$ cat src/rtl/work_break_interval_timer_top_defines.svh
// assertion macros for the timer rtl
`ifndef WORK_BREAK_INTERVAL_TIMER_TOP_DEFINES_SVH
`define WORK_BREAK_INTERVAL_TIMER_TOP_DEFINES_SVH

// checked only outside reset
`define WBIT_ASSERT(lbl, prop, msg) \
    lbl: assert property (@(posedge i_clk) disable iff (!i_rst_n) prop) else $error(msg);

// checked on every edge, reset included
`define WBIT_ASSERT_ALWAYS(lbl, prop, msg) \
    lbl: assert property (@(posedge i_clk) prop) else $error(msg);

`endif

$ cat src/rtl/wbit_pkg.sv
// types and constants for the work/break interval timer
package wbit_pkg;

    localparam int WORK_BITS     = 24;
    localparam int BREAK_BITS    = 24;
    localparam int STEP_BITS     = 16;
    localparam int ELAPSED_BITS  = 32;
    localparam int CFG_DATA_BITS = 24;
    localparam int CFG_IDX_BITS  = 2;

    localparam logic [WORK_BITS-1:0]  WORK_LEN_RESET  = 24'd1500000;
    localparam logic [BREAK_BITS-1:0] BREAK_LEN_RESET = 24'd300000;
    localparam logic [STEP_BITS-1:0]  MAX_STEP_RESET  = 16'd1000;

    localparam logic [CFG_IDX_BITS-1:0] REG_WORK_LEN  = 2'd0;
    localparam logic [CFG_IDX_BITS-1:0] REG_BREAK_LEN = 2'd1;
    localparam logic [CFG_IDX_BITS-1:0] REG_MAX_STEP  = 2'd2;

    localparam logic PHASE_WORK  = 1'b0;
    localparam logic PHASE_BREAK = 1'b1;

    typedef enum logic [1:0] {
        KIND_TICK   = 2'd0,
        KIND_TOGGLE = 2'd1,
        KIND_RESET  = 2'd2,
        KIND_REINIT = 2'd3
    } t_kind;

    typedef enum logic [1:0] {
        ST_IDLE  = 2'd0,
        ST_RUN   = 2'd1,
        ST_PAUSE = 2'd2
    } t_status;

    typedef struct packed {
        logic [WORK_BITS-1:0]  work_len;
        logic [BREAK_BITS-1:0] break_len;
        logic [STEP_BITS-1:0]  max_step;
    } t_cfg;

endpackage

$ cat src/rtl/wbit_cfg.sv
// configuration registers of the interval timer
module wbit_cfg
    import wbit_pkg::*;
(
    input  logic                     i_clk,
    input  logic                     i_rst_n,
    input  logic                     i_cfg_valid,
    output logic                     o_cfg_ready,
    input  logic [CFG_IDX_BITS-1:0]  i_cfg_index,
    input  logic [CFG_DATA_BITS-1:0] i_cfg_data,
    output t_cfg                     o_cfg
);

    t_cfg r_cfg;

    assign o_cfg_ready = 1'b1;
    assign o_cfg       = r_cfg;

    always_ff @(posedge i_clk) begin
        if (!i_rst_n) begin
            r_cfg.work_len  <= WORK_LEN_RESET;
            r_cfg.break_len <= BREAK_LEN_RESET;
            r_cfg.max_step  <= MAX_STEP_RESET;
        end else if (i_cfg_valid) begin
            case (i_cfg_index)
                REG_WORK_LEN:  r_cfg.work_len  <= i_cfg_data[WORK_BITS-1:0];
                REG_BREAK_LEN: r_cfg.break_len <= i_cfg_data[BREAK_BITS-1:0];
                REG_MAX_STEP:  r_cfg.max_step  <= i_cfg_data[STEP_BITS-1:0];
                default: begin
                end
            endcase
        end
    end

endmodule

$ cat src/rtl/wbit_core.sv
// timer state registers and per-command next-state logic
`include "work_break_interval_timer_top_defines.svh"

module wbit_core
    import wbit_pkg::*;
#(
    parameter int TIME_BITS  = 24,
    parameter int COUNT_BITS = 16
) (
    input  logic                    i_clk,
    input  logic                    i_rst_n,
    input  logic                    i_fire,
    input  logic [1:0]              i_kind,
    input  logic [ELAPSED_BITS-1:0] i_elapsed_ms,
    input  t_cfg                    i_cfg,
    output logic                    o_finished,
    output logic                    o_phase,
    output logic [1:0]              o_status,
    output logic [TIME_BITS-1:0]    o_left,
    output logic [TIME_BITS-1:0]    o_length,
    output logic [COUNT_BITS-1:0]   o_done
);

    logic                  r_finished, n_finished;
    logic                  r_phase,    n_phase;
    t_status               r_status,   n_status;
    logic [TIME_BITS-1:0]  r_left,     n_left;
    logic [TIME_BITS-1:0]  r_length,   n_length;
    logic [COUNT_BITS-1:0] r_done,     n_done;

    logic [STEP_BITS-1:0]  dt;
    logic [TIME_BITS-1:0]  dt_ext;
    logic                  ends;

    // clamp the elapsed time to the max step
    assign dt     = (i_elapsed_ms > ELAPSED_BITS'(i_cfg.max_step))
                    ? i_cfg.max_step : i_elapsed_ms[STEP_BITS-1:0];
    assign dt_ext = TIME_BITS'(dt);
    assign ends   = (dt_ext >= r_left);

    always_comb begin
        n_finished = 1'b0;
        n_phase    = r_phase;
        n_status   = r_status;
        n_left     = r_left;
        n_length   = r_length;
        n_done     = r_done;
        case (t_kind'(i_kind))
            KIND_TICK: begin
                if (r_status == ST_RUN) begin
                    if (!ends) begin
                        n_left = r_left - dt_ext;
                    end else begin
                        n_finished = 1'b1;
                        if (r_phase == PHASE_WORK) begin
                            n_done   = r_done + COUNT_BITS'(1);
                            n_phase  = PHASE_BREAK;
                            n_length = TIME_BITS'(i_cfg.break_len);
                            n_left   = TIME_BITS'(i_cfg.break_len);
                        end else begin
                            n_phase  = PHASE_WORK;
                            n_length = TIME_BITS'(i_cfg.work_len);
                            n_left   = TIME_BITS'(i_cfg.work_len);
                        end
                    end
                end
            end
            KIND_TOGGLE: begin
                n_status = (r_status == ST_RUN) ? ST_PAUSE : ST_RUN;
            end
            KIND_RESET: begin
                n_left = r_length;
                if (r_status != ST_IDLE) begin
                    n_status = ST_PAUSE;
                end
            end
            KIND_REINIT: begin
                n_phase  = PHASE_WORK;
                n_status = ST_IDLE;
                n_length = TIME_BITS'(i_cfg.work_len);
                n_left   = TIME_BITS'(i_cfg.work_len);
                n_done   = '0;
            end
            default: begin
            end
        endcase
    end

    always_ff @(posedge i_clk) begin
        if (!i_rst_n) begin
            r_finished <= 1'b0;
            r_phase    <= PHASE_WORK;
            r_status   <= ST_IDLE;
            r_left     <= TIME_BITS'(WORK_LEN_RESET);
            r_length   <= TIME_BITS'(WORK_LEN_RESET);
            r_done     <= '0;
        end else if (i_fire) begin
            r_finished <= n_finished;
            r_phase    <= n_phase;
            r_status   <= n_status;
            r_left     <= n_left;
            r_length   <= n_length;
            r_done     <= n_done;
        end
    end

    assign o_finished = r_finished;
    assign o_phase    = r_phase;
    assign o_status   = r_status;
    assign o_left     = r_left;
    assign o_length   = r_length;
    assign o_done     = r_done;

    // a finished phase has just been reloaded in full and keeps running
    `WBIT_ASSERT_ALWAYS(a_finish_reload, r_finished |-> (r_left == r_length), "finish without reload")
    `WBIT_ASSERT_ALWAYS(a_finish_runs, r_finished |-> (r_status == ST_RUN), "finish while not running")
    // state only moves when a request is processed
    `WBIT_ASSERT(a_hold_idle, !i_fire |=> $stable({r_phase, r_status, r_left, r_length, r_done}), "state moved without request")

endmodule

$ cat src/rtl/work_break_interval_timer_top.sv
// Work/break interval timer: each command request (tick, toggle, reset phase,
// reinitialise) produces one result holding a phase-finished flag and a snapshot
// of the timer state after the command. One command is taken every clock cycle
// while the output does not stall; a result is valid once its request has gone
// from the input register into the state register, also the result register.
// While a result waits on a stalled output the state holds, so the input register
// takes one more request and then stalls until the result is taken.
// Configuration writes take effect on the next command and are always ready.
module work_break_interval_timer_top
    import wbit_pkg::*;
#(
    parameter int TIME_BITS  = 24,
    parameter int COUNT_BITS = 16
) (
    input  logic                     i_clk,
    input  logic                     i_rst_n,
    input  logic                     i_cfg_valid,
    output logic                     o_cfg_ready,
    input  logic [CFG_IDX_BITS-1:0]  i_cfg_index,
    input  logic [CFG_DATA_BITS-1:0] i_cfg_data,
    input  logic                     i_in_valid,
    output logic                     o_in_stall,
    input  logic [1:0]               i_kind,
    input  logic [ELAPSED_BITS-1:0]  i_elapsed_ms,
    output logic                     o_out_valid,
    input  logic                     i_out_stall,
    output logic                     o_phase_finished,
    output logic                     o_phase_now,
    output logic [1:0]               o_run_status,
    output logic [TIME_BITS-1:0]     o_time_left_ms,
    output logic [TIME_BITS-1:0]     o_phase_length_ms,
    output logic [COUNT_BITS-1:0]    o_work_done_count
);

    t_cfg                    cfg;
    logic                    r_in_valid;
    logic [1:0]              r_kind;
    logic [ELAPSED_BITS-1:0] r_elapsed;
    logic                    r_out_valid;
    logic                    out_free;
    logic                    fire;

    assign out_free    = !r_out_valid || !i_out_stall;
    assign fire        = r_in_valid && out_free;
    assign o_in_stall  = r_in_valid && !out_free;
    assign o_out_valid = r_out_valid;

    always_ff @(posedge i_clk) begin
        if (!i_rst_n) begin
            r_in_valid  <= 1'b0;
            r_out_valid <= 1'b0;
        end else begin
            if (!o_in_stall) begin
                r_in_valid <= i_in_valid;
            end
            if (out_free) begin
                r_out_valid <= r_in_valid;
            end
        end
    end

    // request payload
    always_ff @(posedge i_clk) begin
        if (i_in_valid && !o_in_stall) begin
            r_kind    <= i_kind;
            r_elapsed <= i_elapsed_ms;
        end
    end

    wbit_cfg u_cfg (
        .i_clk       (i_clk),
        .i_rst_n     (i_rst_n),
        .i_cfg_valid (i_cfg_valid),
        .o_cfg_ready (o_cfg_ready),
        .i_cfg_index (i_cfg_index),
        .i_cfg_data  (i_cfg_data),
        .o_cfg       (cfg)
    );

    wbit_core #(
        .TIME_BITS  (TIME_BITS),
        .COUNT_BITS (COUNT_BITS)
    ) u_core (
        .i_clk        (i_clk),
        .i_rst_n      (i_rst_n),
        .i_fire       (fire),
        .i_kind       (r_kind),
        .i_elapsed_ms (r_elapsed),
        .i_cfg        (cfg),
        .o_finished   (o_phase_finished),
        .o_phase      (o_phase_now),
        .o_status     (o_run_status),
        .o_left       (o_time_left_ms),
        .o_length     (o_phase_length_ms),
        .o_done       (o_work_done_count)
    );

endmodule

$ cat config.mk
export PLATFORM = sky130hd
export DESIGN_NAME = work_break_interval_timer_top
export DESIGN_NICKNAME = d
export VERILOG_FILES = /design/src/rtl/wbit_pkg.sv /design/src/rtl/wbit_cfg.sv /design/src/rtl/wbit_core.sv /design/src/rtl/work_break_interval_timer_top.sv
export VERILOG_INCLUDE_DIRS = /design/src /design/src/rtl
export SDC_FILE = /design/constraint.sdc
export NUM_CORES = 1
export LEC_CHECK = 0
export ABC_AREA = 1
export BUFFER_PORTS_ARGS = -buffer_cell sky130_fd_sc_hd__buf_2
export CAP_MARGIN = 10
export CORE_MARGIN = 2
export CORE_UTILIZATION = 40
export DETAILED_ROUTE_END_ITERATION = 8
export HOLD_SLACK_MARGIN = 0.1
export PLACE_DENSITY_LB_ADDON = 0.12
export REMOVE_ABC_BUFFERS = 1
export SLEW_MARGIN = 20
export SYNTH_ARGS = -nofsm -noshare
export SYNTH_HDL_FRONTEND = slang
export SYNTH_SLANG_ARGS = --single-unit
$ cat constraint.sdc
create_clock -name i_clk -period 3.9 [get_ports i_clk]
set_input_delay 0.78 -clock i_clk [delete_from_list [all_inputs] [get_ports i_clk]]
set_output_delay 0.78 -clock i_clk [all_outputs]
set_load 0.01 [all_outputs]
==> summary.md <==
| Metric | Value |
|---|---|
| Via density | `about 5.1` |
| Post-DP HPWL | `around 21 mm` |
| Top FF cell, synth | `dfxtp_1` |
| TritonRoute pass-1 iters | `5` |
| Port buffer count | `around 130` |
| Complex-gate fraction of the synthesized area | `16.0%` |
| Ys async rst share | `0%` |
| DRC | `0` |
| Initial drt markers | `about 710` |
| Internal power | `3.02 mW` |
| Largest family of logic cells by synthesized area | `simple AND/OR/NAND/NOR gates` |
| Seq/Total Area, Yosys | `just under 40%` |
| Row count | `56` |
| Outcome | `completed` |
| Syn. warnings | `0` |
| Critical path data required time | `~4.2 ns` |
| Leak pwr | `between 5 and 6 nW` |
| Die area | `25000 sq um` |
| Placement Setup Slack | `between 0.0015 and 0.002 ns` |
| Placed cells | `roughly 1800` |
| GRT overflow | `0` |
| Htree depth | `4` |
| HP Class | `reg2reg` |
| Switching Fraction | `about 32%` |
| Crit path top cell by count | `nand2_2` |
| Largest area contributor in the synthesized netlist | `dfxtp_1` |
| Slew headroom | `about two fifths` |
| Gate power share | `between 10% and 20%` |
| Avg Inst Size Synth | `slightly above 7 sq um` |
| Number of flops mapped to enable cells by yosys | `34` |
| Clock period minus worst slack | `~3.7 ns` |
| Critical path type | `reg2reg` |
| Clock skew | `around 0.017 ns` |
| CP Data Arrival Time | `~4.0 ns` |
| Worst-case clock buffer depth | `2` |
| Initial antenna violation count | `0` |
| Die X | `158 microns` |
| Final hold violation count | `0` |
| Initial core utilization | `a little over 40%` |
| Mapped Area | `~9500 sq um` |
| Final GP Congestion | `about 0.92` |
| Via Count | `9260` |
| Final net count | `1571` |
| Synth Area in XOR/XNOR | `1.94%` |
| # IOs | `approximately 140` |
| Core area | `23400 sq um` |
| WP buf/inv | `2` |
| P&R area growth vs syn | `20.5%` |
| Layout cell share with drive strength beyond 1 | `about 19%` |
| Hold buffers post-CTS | `0` |
| Diodes inserted | `0` |
| Number of CTS-inserted buffers | `17` |
| Synth Area in Simple Gates | `between 20 and 30%` |
| Total Routed Length | `~30 mm` |
| Clock latency on the worst-skew pair | `approximately 0.44 ns` |
| Library cells used by synthesis | `44` |
| Least-Margin Pin Slew | `roughly 0.92 ns` |
| Die H | `~160 microns` |
| CTS clk-pin slew, worst paths | `about 0.080 ns` |
| Post-synthesis adder-cell area fraction | `between 4 and 5%` |
| CTS root buffer | `clkbuf_16` |
| Post-synth top area share | `28.3%` |
| Flops & latches, synth | `between 150 and 200` |
| Hold slack | `roughly 0.47 ns` |
| Seq pwr share | `approximately 43%` |
| Post-layout instance area | `approximately 11000 sq um` |
| Non-Filler Instances | `roughly 1800` |
| Sw power | `between 1 and 1.5 mW` |
| Cells after Synth | `about 1300` |
| Slew Viols, Final | `0` |
| Max Cap Violations | `0` |
| Peak Freq | `between 0.2 and 0.3 GHz` |
| Antenna violation net count after detailed routing | `0` |
| Largest net degree at the start of global routing | `74` |
| Power per Cell Area | `a little under 400 nW/um^2` |
| CTS tree | `done` |
| Mux cell area share after synthesis | `0.422%` |
| Max stage delay on crit path | `0.49 ns` |
| Final setup fails | `0` |
| Vias in the first global route | `between 8000 and 9000` |
| Finished Core Util | `between 40 and 50%` |
| Final setup margin | `between 0.15 and 0.2 ns` |
| Crit-path max FO | `6` |
| Synth area leaders | `dfxtp_1 28%, nand2_1 13%, edfxtp_1 11%` |
| Crit share post-route | `roughly 96%` |
| Slowest cell on the critical path | `edfxtp_1` |
| Peak VDD IR | `0.236 mV` |
| Worst setup EP type | `register` |
| CP top delay family | `simple AND/OR/NAND/NOR gates` |
| Clock Sinks | `168` |
| Crit path launch type | `register` |
| Placed inst area | `between 10000 and 15000 sq um` |
| GRT Total Usage | `around a quarter` |
| Clk pwr share | `39.4%` |
| First-pass GRT wire length | `between 40 and 50 mm` |
| DR WL/cell | `approximately 17 microns` |
[sequential cells by signal, summed over array words and instances (netlist names)]
signal,count
o_out_valid,1
r_elapsed,32
r_in_valid,1
r_kind,2
u_cfg.o_cfg,64
u_core.o_done,16
u_core.o_finished,1
u_core.o_left,24
u_core.o_length,24
u_core.o_phase,1
u_core.o_status,2
[layout by cell type (no fill, tap or decap), drive strengths merged, types with 2 or more instances in the layout]
master    n
or2       5
buf     180
nor3     11
a31oi     4
xor2     14
inv     147
a221oi    3
clkbuf   19
a21oi   133
nor4      6
o21bai    2
nand4    27
a211oi    9
o211ai   15
dfxtp   134
o21a      4
and2      2
edfxtp   34
o21ai    99
nor3b     2
ha       36
nand3    94
nand3b    4
nor2    138
xnor2     7
nand2   337
mux2i     4
clkinv    9
[area by class of cell]
cell class                      count  area, sq um
Sequential cell                   168         3700
Clock buffer                       17          425
Fill cell                        2436        12000
Inverter                          141          532
Clock inverter                     15          196
Tap cell                          319          399
Timing Repair Buffer              182         1120
Multi-Input combinational cell    959         5050
[repair_timing]
item	CTS	global route
gates resized for setup	3	24
pin swaps	0	9
buffers inserted	0	15
setup endpoints to repair	12	64
cloned	0	4
hold endpoints to repair	0	0
[cells in the mapped netlist (8+ instances only)]
cell and instances:
nand3_1 91, o21ai_0 92, xor2_1 14, dfxtp_1 134
inv_1 136, a21oi_1 113, edfxtp_1 34, nor2_1 131
nand4_1 26, ha_1 36, nand2_1 324, buf_1 10
o211ai_1 15, nor3_1 11, buf_2 8, a21oi_2 20
nand2_2 8, a211oi_1 9, clkbuf_1 34
[through the flow]
stage / power (mW) / TNS, ns
6_report: 4.47 / 0
5_1_grt: 4.67 / -0.667
4_1_cts: 4.45 / 0
3_5_place_dp: 2.70 / 0
3_3_place_gp: 2.70 / 0
2_1_floorplan: 2.41 / 0
[worst reg2reg max path: cells and delay by family, from the launching register on]
kind	cells	cell delay [ns]
AOI/OAI and AO/OA	4	0.50
adders and majority gates	3	0.90
buffers and inverters	2	0.27
DFF	1	0.49
and+or+nand+nor	17	1.43
[cells by family (layout without fill, tap and decap cells)]
group,after synthesis,in the layout
AO/OA/AOI/OAI,270,270
multiplexers,4,4
AND/OR/NAND/NOR,624,626
flip-flops,168,168
XOR/XNOR,21,21
adder cells (fa/ha/maj),37,37
other,1,1
buffers and inverters,205,355
[metal layers]
metal  vias up  wire length, microns  share of wire [%]  track usage, %
li1       4679                     -                  -               -
met1      4297                 14600                 48            33.3
met2       250                 13900                 46            40.2
met3        34                  1430                4.7            3.50
met4         0                   574                1.9            6.39
met5         -                     0                  0               0
[worst paths after layout]
kind                         from                   to  slack (ns)  depth (start not counted)
setup reg to reg     r_elapsed[1]  u_core.o_length[13]        0.17                         26
hold / removal    u_cfg.o_cfg[28]      u_cfg.o_cfg[28]        0.47                          2
setup / recovery     r_elapsed[1]  u_core.o_length[13]        0.17                         26
hold reg to reg   u_cfg.o_cfg[28]      u_cfg.o_cfg[28]        0.47                          2
[power by group through the flow]
stage	Clock (mW)	Sequential (mW)	Combinational (mW)
floorplan	0	1.97	0.444
global placement	0	1.97	0.730
detailed placement	0	1.97	0.734
CTS	1.78	1.93	0.739
global route	1.85	1.94	0.872
finish	1.76	1.93	0.778
No activity file was read; power rests on OpenSTA's default activity.
